$ cat src/sha1_pkg.sv
// sha1 package: item types, constants and round helpers
`timescale 1ns / 1ps
package sha1_pkg;

  typedef struct packed {
    logic [7:0] data_byte;
    logic       has_data;
    logic       last_byte;
  } in_item_t;

  typedef struct packed {
    logic [31:0] digest_word;
    logic [2:0]  word_index;
    logic        last_word;
  } out_item_t;

  // front to back command
  typedef struct packed {
    logic [31:0] word;
    logic [3:0]  widx;
    logic        is_word;   // store word at widx
    logic        compress;  // run compression after store
    logic        finish;    // emit digest and reinit after compression
  } cmd_t;

  localparam int LengthBitsDefault = 32;
  localparam int unsigned DigestWords = 5;

  localparam logic [31:0] H0 = 32'h67452301;
  localparam logic [31:0] H1 = 32'hEFCDAB89;
  localparam logic [31:0] H2 = 32'h98BADCFE;
  localparam logic [31:0] H3 = 32'h10325476;
  localparam logic [31:0] H4 = 32'hC3D2E1F0;
  localparam logic [7:0]  PadByte = 8'h80;

  function automatic logic [31:0] round_k(input logic [6:0] r);
    logic [31:0] k;
    if (r < 7'd20) k = 32'h5A827999;
    else if (r < 7'd40) k = 32'h6ED9EBA1;
    else if (r < 7'd60) k = 32'h8F1BBCDC;
    else k = 32'hCA62C1D6;
    return k;
  endfunction

  function automatic logic [31:0] round_f(input logic [6:0] r, input logic [31:0] b,
                                          input logic [31:0] c, input logic [31:0] d);
    logic [31:0] f;
    if (r < 7'd20) f = (b & c) | (~b & d);
    else if (r >= 7'd40 && r < 7'd60) f = (b & c) | (b & d) | (c & d);
    else f = b ^ c ^ d;
    return f;
  endfunction

endpackage

$ cat src/sha1_front.sv
// sha1 front: packs bytes into words, counts length, emits padding commands
`timescale 1ns / 1ps
module sha1_front #(
  parameter int LengthBits = sha1_pkg::LengthBitsDefault
) (
  input  logic              clk_i,
  input  logic              rst_ni,
  input  logic              push_i,
  input  sha1_pkg::in_item_t in_item_i,
  output logic              full_o,
  output logic              cmd_valid_o,
  output sha1_pkg::cmd_t    cmd_o,
  input  logic              cmd_ready_i
);
  import sha1_pkg::*;

  localparam logic [2:0] StIdle = 3'd0;
  localparam logic [2:0] StPadW = 3'd1;  // flush partial word with pad byte
  localparam logic [2:0] StZero = 3'd2;  // zero words up to index 13
  localparam logic [2:0] StLenH = 3'd3;
  localparam logic [2:0] StLenL = 3'd4;

  localparam logic [LengthBits-1:0] CountMax = '1;

  logic [2:0]            state_q, state_d;
  logic [23:0]           acc_q, acc_d;
  logic [5:0]            fill_q, fill_d;
  logic [LengthBits-1:0] count_q, count_d;
  logic [3:0]            zidx_q, zidx_d;
  logic [63:0]           bits;
  logic [31:0]           word;
  logic                  take;

  assign full_o = (state_q != StIdle) || !cmd_ready_i;
  assign take   = push_i && !full_o;
  assign bits   = {{(64-LengthBits){1'b0}}, count_q} << 3;

  always_comb begin
    state_d     = state_q;
    acc_d       = acc_q;
    fill_d      = fill_q;
    count_d     = count_q;
    zidx_d      = zidx_q;
    cmd_valid_o = 1'b0;
    cmd_o       = '0;
    word        = '0;
    unique case (state_q)
      StIdle: begin
        if (take) begin
          if (in_item_i.has_data) begin
            count_d = (count_q == CountMax) ? count_q : count_q + 1'b1;
            fill_d  = fill_q + 6'd1;
            acc_d   = {acc_q[15:0], in_item_i.data_byte};
            if (fill_q[1:0] == 2'd3) begin
              cmd_valid_o  = 1'b1;
              cmd_o.word   = {acc_q, in_item_i.data_byte};
              cmd_o.widx   = fill_q[5:2];
              cmd_o.is_word  = 1'b1;
              cmd_o.compress = (fill_q == 6'd63);
            end
          end
          if (in_item_i.last_byte) begin
            state_d = StPadW;
          end
        end
      end
      StPadW: begin
        unique case (fill_q[1:0])
          2'd0: word = {PadByte, 24'd0};
          2'd1: word = {acc_q[7:0], PadByte, 16'd0};
          2'd2: word = {acc_q[15:0], PadByte, 8'd0};
          default: word = {acc_q, PadByte};
        endcase
        cmd_valid_o    = 1'b1;
        cmd_o.word     = word;
        cmd_o.widx     = fill_q[5:2];
        cmd_o.is_word  = 1'b1;
        cmd_o.compress = (fill_q >= 6'd56);
        if (cmd_ready_i) begin
          zidx_d  = fill_q[5:2] + 4'd1;
          state_d = (fill_q >= 6'd56) ? StZero : ((fill_q[5:2] == 4'd13) ? StLenH : StZero);
          if (fill_q >= 6'd56) zidx_d = 4'd0;
          if (fill_q >= 6'd56 || fill_q[5:2] != 4'd13) begin
            if (fill_q < 6'd56 && fill_q[5:2] + 4'd1 == 4'd14) state_d = StLenH;
          end
        end
      end
      StZero: begin
        cmd_valid_o   = 1'b1;
        cmd_o.widx    = zidx_q;
        cmd_o.is_word = 1'b1;
        if (cmd_ready_i) begin
          zidx_d = zidx_q + 4'd1;
          if (zidx_q == 4'd13) state_d = StLenH;
        end
      end
      StLenH: begin
        cmd_valid_o   = 1'b1;
        cmd_o.word    = bits[63:32];
        cmd_o.widx    = 4'd14;
        cmd_o.is_word = 1'b1;
        if (cmd_ready_i) state_d = StLenL;
      end
      StLenL: begin
        cmd_valid_o    = 1'b1;
        cmd_o.word     = bits[31:0];
        cmd_o.widx     = 4'd15;
        cmd_o.is_word  = 1'b1;
        cmd_o.compress = 1'b1;
        cmd_o.finish   = 1'b1;
        if (cmd_ready_i) begin
          state_d = StIdle;
          count_d = '0;
          fill_d  = '0;
        end
      end
      default: begin
        state_d = StIdle;
      end
    endcase
  end

  always_ff @(posedge clk_i or negedge rst_ni) begin
    if (!rst_ni) begin
      state_q     <= StIdle;
      fill_q      <= '0;
      count_q     <= '0;
      zidx_q      <= '0;
    end else begin
      state_q     <= state_d;
      fill_q      <= fill_d;
      count_q     <= count_d;
      zidx_q      <= zidx_d;
    end
  end

  always_ff @(posedge clk_i) begin
    acc_q  <= acc_d;
  end

endmodule

$ cat src/sha1_cmd_fifo.sv
// sha1 command queue between front and back
`timescale 1ns / 1ps
module sha1_cmd_fifo (
  input  logic           clk_i,
  input  logic           rst_ni,
  input  logic           wr_valid_i,
  input  sha1_pkg::cmd_t wr_cmd_i,
  output logic           wr_ready_o,
  output logic           rd_valid_o,
  output sha1_pkg::cmd_t rd_cmd_o,
  input  logic           rd_ready_i
);
  import sha1_pkg::*;

  cmd_t       mem_q [2];
  logic       wp_q, rp_q;
  logic [1:0] cnt_q;
  logic       wr, rd;

  assign wr_ready_o = (cnt_q != 2'd2);
  assign rd_valid_o = (cnt_q != 2'd0);
  assign rd_cmd_o   = mem_q[rp_q];
  assign wr = wr_valid_i && wr_ready_o;
  assign rd = rd_valid_o && rd_ready_i;

  always_ff @(posedge clk_i) begin
    if (wr) mem_q[wp_q] <= wr_cmd_i;
  end

  always_ff @(posedge clk_i or negedge rst_ni) begin
    if (!rst_ni) begin
      wp_q  <= 1'b0;
      rp_q  <= 1'b0;
      cnt_q <= '0;
    end else begin
      if (wr) wp_q <= ~wp_q;
      if (rd) rp_q <= ~rp_q;
      cnt_q <= cnt_q + {1'b0, wr} - {1'b0, rd};
    end
  end

endmodule

$ cat src/sha1_core.sv
// sha1 back end: block store, 80-round compression, digest output
`timescale 1ns / 1ps
module sha1_core (
  input  logic                  clk_i,
  input  logic                  rst_ni,
  input  logic                  cmd_valid_i,
  input  sha1_pkg::cmd_t        cmd_i,
  output logic                  cmd_ready_o,
  output logic                  empty_o,
  output sha1_pkg::out_item_t   out_item_o,
  input  logic                  pop_i
);
  import sha1_pkg::*;

  localparam logic [1:0] StLoad = 2'd0;
  localparam logic [1:0] StRun  = 2'd1;
  localparam logic [1:0] StAdd  = 2'd2;
  localparam logic [1:0] StOut  = 2'd3;

  logic [1:0]  state_q;
  logic [31:0] w_q [16];
  logic [31:0] h_q [5];
  logic [31:0] a_q, b_q, c_q, d_q, e_q;
  logic [6:0]  r_q;
  logic        fin_q;
  logic [2:0]  oidx_q;
  logic [31:0] wr_word, t;
  logic [3:0]  ri;

  assign ri          = r_q[3:0];
  assign cmd_ready_o = (state_q == StLoad);
  assign empty_o     = (state_q != StOut);
  assign out_item_o.digest_word = h_q[oidx_q];
  assign out_item_o.word_index  = oidx_q;
  assign out_item_o.last_word   = (oidx_q == 3'd4);

  always_comb begin
    if (r_q < 7'd16) wr_word = w_q[ri];
    else begin
      wr_word = w_q[ri - 4'd3] ^ w_q[ri - 4'd8] ^ w_q[ri - 4'd14] ^ w_q[ri];
      wr_word = {wr_word[30:0], wr_word[31]};
    end
    t = {a_q[26:0], a_q[31:27]} + round_f(r_q, b_q, c_q, d_q) + e_q + round_k(r_q) + wr_word;
  end

  always_ff @(posedge clk_i or negedge rst_ni) begin
    if (!rst_ni) begin
      for (int i = 0; i < 16; i++) w_q[i] <= '0;
    end else if (state_q == StLoad && cmd_valid_i && cmd_i.is_word) w_q[cmd_i.widx] <= cmd_i.word;
    else if (state_q == StRun) w_q[ri] <= wr_word;
    else if (state_q == StAdd) begin
      for (int i = 0; i < 16; i++) w_q[i] <= '0;
    end
  end

  always_ff @(posedge clk_i) begin
    if (state_q == StLoad && cmd_valid_i && cmd_i.compress) begin
      a_q <= h_q[0]; b_q <= h_q[1]; c_q <= h_q[2]; d_q <= h_q[3]; e_q <= h_q[4];
    end else if (state_q == StRun) begin
      a_q <= t; b_q <= a_q; c_q <= {b_q[1:0], b_q[31:2]}; d_q <= c_q; e_q <= d_q;
    end
  end

  always_ff @(posedge clk_i or negedge rst_ni) begin
    if (!rst_ni) begin
      state_q <= StLoad;
      r_q     <= '0;
      fin_q   <= 1'b0;
      oidx_q  <= '0;
      h_q[0] <= H0; h_q[1] <= H1; h_q[2] <= H2; h_q[3] <= H3; h_q[4] <= H4;
    end else begin
      unique case (state_q)
        StLoad: begin
          if (cmd_valid_i && cmd_i.compress) begin
            state_q <= StRun;
            r_q     <= '0;
            fin_q   <= cmd_i.finish;
          end
        end
        StRun: begin
          r_q <= r_q + 7'd1;
          if (r_q == 7'd79) state_q <= StAdd;
        end
        StAdd: begin
          h_q[0] <= h_q[0] + a_q; h_q[1] <= h_q[1] + b_q; h_q[2] <= h_q[2] + c_q;
          h_q[3] <= h_q[3] + d_q; h_q[4] <= h_q[4] + e_q;
          oidx_q  <= '0;
          state_q <= fin_q ? StOut : StLoad;
        end
        default: begin
          if (pop_i) begin
            oidx_q <= oidx_q + 3'd1;
            if (oidx_q == 3'd4) begin
              state_q <= StLoad;
              h_q[0] <= H0; h_q[1] <= H1; h_q[2] <= H2; h_q[3] <= H3; h_q[4] <= H4;
            end
          end
        end
      endcase
    end
  end

endmodule

$ cat src/sha1_message_digest.sv
// sha1 message digest top level
//
//  channel | handshake    | payload
//  input   | push / full  | in_item_i  (data_byte, has_data, last_byte)
//  result  | pop / empty  | out_item_o (digest_word, word_index, last_word)
//
// one data byte per cycle into the packer while full is low; every 64th byte starts an
// 80-round compression plus an add step in the core, one round per cycle
// ending pads with zero words and the two length words plus one or two compressions,
// then gives five digest items
// the two-entry command queue lets up to eight bytes of the next block pack
// while a block compresses, then full holds the input
// reset restores the initial chaining value and clears all counts
`timescale 1ns / 1ps
module sha1_message_digest #(
  parameter int LengthBits = sha1_pkg::LengthBitsDefault
) (
  input  logic                clk_i,
  input  logic                rst_ni,
  input  logic                push,
  output logic                full,
  input  sha1_pkg::in_item_t  in_item_i,
  output logic                empty,
  input  logic                pop,
  output sha1_pkg::out_item_t out_item_o
);
  import sha1_pkg::*;

  logic f_valid, f_ready, c_valid, c_ready;
  cmd_t f_cmd, c_cmd;

  sha1_front #(.LengthBits(LengthBits)) u_front (
    .clk_i, .rst_ni, .push_i(push), .in_item_i, .full_o(full),
    .cmd_valid_o(f_valid), .cmd_o(f_cmd), .cmd_ready_i(f_ready)
  );

  sha1_cmd_fifo u_fifo (
    .clk_i, .rst_ni, .wr_valid_i(f_valid), .wr_cmd_i(f_cmd), .wr_ready_o(f_ready),
    .rd_valid_o(c_valid), .rd_cmd_o(c_cmd), .rd_ready_i(c_ready)
  );

  sha1_core u_core (
    .clk_i, .rst_ni, .cmd_valid_i(c_valid), .cmd_i(c_cmd), .cmd_ready_o(c_ready),
    .empty_o(empty), .out_item_o, .pop_i(pop)
  );

  a_last_idx: assert property (@(posedge clk_i) disable iff (!rst_ni)
    !empty |-> (out_item_o.last_word == (out_item_o.word_index == 3'd4)))
    else $error("last_word mismatch");
  a_idx_range: assert property (@(posedge clk_i) disable iff (!rst_ni)
    !empty |-> out_item_o.word_index <= 3'd4)
    else $error("word index out of range");
  a_hold: assert property (@(posedge clk_i) disable iff (!rst_ni)
    (!empty && !pop) |=> !empty && $stable(out_item_o.word_index))
    else $error("result changed while waiting");

endmodule
$ cat config.mk
export PLATFORM = sky130hd
export DESIGN_NAME = sha1_message_digest
export DESIGN_NICKNAME = d
export VERILOG_FILES = /design/src/sha1_pkg.sv /design/src/sha1_front.sv /design/src/sha1_cmd_fifo.sv /design/src/sha1_core.sv /design/src/sha1_message_digest.sv
export SDC_FILE = /design/constraint.sdc
export NUM_CORES = 2
export LEC_CHECK = 0
export ABC_AREA = 1
export BUFFER_PORTS_ARGS = -buffer_cell sky130_fd_sc_hd__buf_2
export CAP_MARGIN = 20
export CORE_MARGIN = 4
export CORE_UTILIZATION = 40
export DETAILED_ROUTE_END_ITERATION = 8
export PLACE_DENSITY = 0.59
export SLEW_MARGIN = 15
export SYNTH_ARGS = -nofsm -noshare
export SYNTH_HDL_FRONTEND = slang
export SYNTH_SLANG_ARGS = --single-unit
$ cat constraint.sdc
create_clock -name clk_i -period 6.5 [get_ports clk_i]
set_clock_uncertainty 0.05 [all_clocks]
set_input_delay 0 -clock clk_i [delete_from_list [all_inputs] [get_ports clk_i]]
set_output_delay 0 -clock clk_i [all_outputs]
set_load 0.01 [all_outputs]
==> metrics <==
status complete, no violations; Die Wd 445 µm; CTS tree yes; H-tree depth 4; Power Density 165 nW/µm²; Vert. Die Dim 445 µm; initial antenna violation count 3; via count 82244; internal power 10.8 mW; max cap viols 0; Post-Syn Instances 10867; largest family of logic cells by synthesized area simple AND/OR/NAND/NOR gates; Skew-Pair Late Insertion Delay 0.85 ns; count of cell types in the netlist 71; Yosys top cell by area dfrtp_1; max-slew violations 0; clk sinks 996; P&R area growth vs syn 12.7%; critical path launch point type flop; CTS max path bufs 3; total CTS buffers 132; VDD IR-drop max 265 µV; Avg Cell Area, Syn 7.02 µm²; crit path max-delay cell type dfrtp_4; combinational share of power 0.9%; Pleak 38.9 nW; GRT overflow 0; Final Cycle Share 96.3%; mapped cell area 76200 µm²; area occupied by registers 26400 µm²; synthesized net count 11250; number of synthesized flops with an enable pin 262; Fillers 18941; dpl hpwl 233000 µm; area of the multi-input gates 43000 µm²; Worst EP required 6.97 ns; largest net degree at the start of global routing 191; Area contributors post-synth dfrtp_1 21%, nand2_1 11%, edfxtp_1 10%, a21oi_1 10%, nand3_1 6.2%; switching part of the total 23.7%; layout cells sized above 1 9.42%; compound-gate portion of the synthesized area 22.1%; Routed Antenna Nets 0; most common cell in the netlist nand2_1; Net Sw Power 3.35 mW; Hold Crit Class in -> reg; Tmin final 6.26 ns; Initial Utilization 40.4%; io pins 52; Core Area 189000 µm²; synth warn 0; asr flop ratio synth 73.7%; Core Util, Final 45.6%; clock power share 53.8%; multiplexer share of the synthesized area 0.523%; vias in the first global route 76488; Synth Area in Adders 7.28%; WL/cell 26.9 µm; clk slew on worst S/H paths 0.06 ns; Yosys reg bits 996; DR DRC count 0; synthesized-area fraction occupied by and/or/nand/nor cells 24.5%; post-synthesis xor/xnor area fraction 1.14%; vias per inst 6.12; FP Rows 159; worst slew pin tran 1.22 ns; Pre-antenna DRT Iters 7; area share of the largest cell type after synthesis 21.5%; commonest cells in the netlist 2282 x nand2_1, 1541 x a21oi_1, 1097 x inv_1; slew margin rel. 18.5%; RSZ-0062 raised after global routing yes; Critical Path AT 6.73 ns; I/O Buffers 51; kind of end point of the critical path flop; register area share after synthesis 34.5%; Iter 0 DRT Violations 11079; delay of the slowest critical-path stage 0.53 ns; Total Routing Usage GR 35.0%; total wire length 361000 µm; full die area 198000 µm²; Synth Flop Type dfrtp_1; Placer Congestion 0.988; layout net count 11211; sequential power share 45.3%; Root Buffer clkbuf_16; Min Hold Slack 0.0580 ns; Worst Path Max Fanout 69; FMAX 0.160 GHz; Crit Path Category reg -> reg; count of final hold-check violations 0; Setup violations, final 0; first-pass GRT wire length 515000 µm
cells by family after synthesis:
group,Yosys count
compound gates,3090
xor+xnor,98
fa+ha+maj,369
buf+inv,1803
flops,996
mux,39
simple gates,4472
metrics by stage:
| step | std cells | TNS, ns | setup slack (ns) | area, µm² | total power [mW] |
|---|---|---|---|---|---|
| CTS | 13402 | 0 | 0.0303 | 85200 | 14.2 |
| global route | 13430 | -0.0237 | -0.0144 | 85900 | 14.5 |
| floorplan | 10867 | 0 | 0.0735 | 76200 | 6.52 |
| detailed placement | 13137 | -0.489 | -0.198 | 80600 | 6.64 |
| global placement | 13131 | -0.258 | -0.164 | 80400 | 6.64 |
| finish | 13436 | 0 | 0.243 | 85900 | 14.1 |
layout make-up:
cell class	instances	area share (%)
diodes	6	0.0175
flip-flops and latches	996	30.7
well taps	2495	3.63
multi-input cells	8068	50.0
repair buffers	516	5.63
clock inverters	67	0.888
clock buffers	174	4.22
inverters	1114	4.92
worst max-delay path: cells and delay by family, from the launching register on:
kind	cells	cell delay (ns)
AOI/OAI and AO/OA	8	1.33
xor gates and xnor gates	1	0.14
adders and majority gates	4	1.78
buffers and inverters	8	1.14
DFF	1	0.53
and+or+nand+nor	7	0.89
sequential cells by signal (all words and copies together) (netlist names):
name	cells
u_front.acc_q	24
u_front.fill_q	6
u_front.count_q	32
u_core.r_q	7
u_core.oidx_q	3
u_core.w_q	512
u_core.h_q	160
u_core.b_q	32
u_core.state_q	2
u_fifo.cnt_q	2
u_core.c_q	32
u_core.d_q	32
u_fifo.rp_q	1
u_core.e_q	32
u_front.zidx_q	4
u_core.a_q	32
u_front.state_q	3
u_fifo.wp_q	1
u_fifo.mem_q	78
u_core.fin_q	1
what timing repair did:
action	4_1_cts	5_1_grt
pin swaps	0	4
cloned	0	7
setup endpoints to repair	5	22
buffers inserted	0	5
resized for setup	2	76
hold buffers	24	0
hold endpoints to repair	579	0
layout by cell type, fill, tap and decap left out, types with 63 or more instances in the layout:
cell and count:
a21oi_1 1535, dfstp_2 80, inv_1 1074, o21ai_1 107, o21ai_0 883, edfxtp_1 262, ha_1 243, nand3_1 943
xor2_1 63, fa_1 124, clkbuf_16 140, nor3_1 71, o211ai_1 193, buf_4 360, dfrtp_1 648, nand2_1 2275
o22ai_1 84, nor2_1 918
path summary, 6_finish.rpt:
check,startpoint,to,slack [ns],depth (start not counted)
setup / recovery,u_core.r_q[1],u_core.a_q[19],0.24,28
hold / removal,in_item_i[7],u_fifo.mem_q[0][12],0.06,4
setup reg to reg,u_core.r_q[1],u_core.a_q[19],0.24,28
hold reg to reg,u_front.acc_q[12],u_front.acc_q[20],0.42,0
max in group asynchronous,rst_ni,u_core.h_q[124],4.60,5
min in group asynchronous,rst_ni,u_core.w_q[377],0.42,4
routing by layer:
layer / track usage, % / share of wire (%)
met5: 0 / 0.0033
met4: 18.9 / 6.6
met3: 10.7 / 13
met2: 51.8 / 42
met1: 45.8 / 39
power groups by stage:
stage | combinational, mW | clock, mW | sequential [mW]
floorplan | 0.0000337 | 0 | 6.52
global placement | 0.123 | 0 | 6.52
detailed placement | 0.122 | 0 | 6.52
CTS | 0.137 | 7.67 | 6.40
global route | 0.149 | 7.92 | 6.40
finish | 0.133 | 7.61 | 6.40
Note: power is estimated with default switching activity, not from simulation.
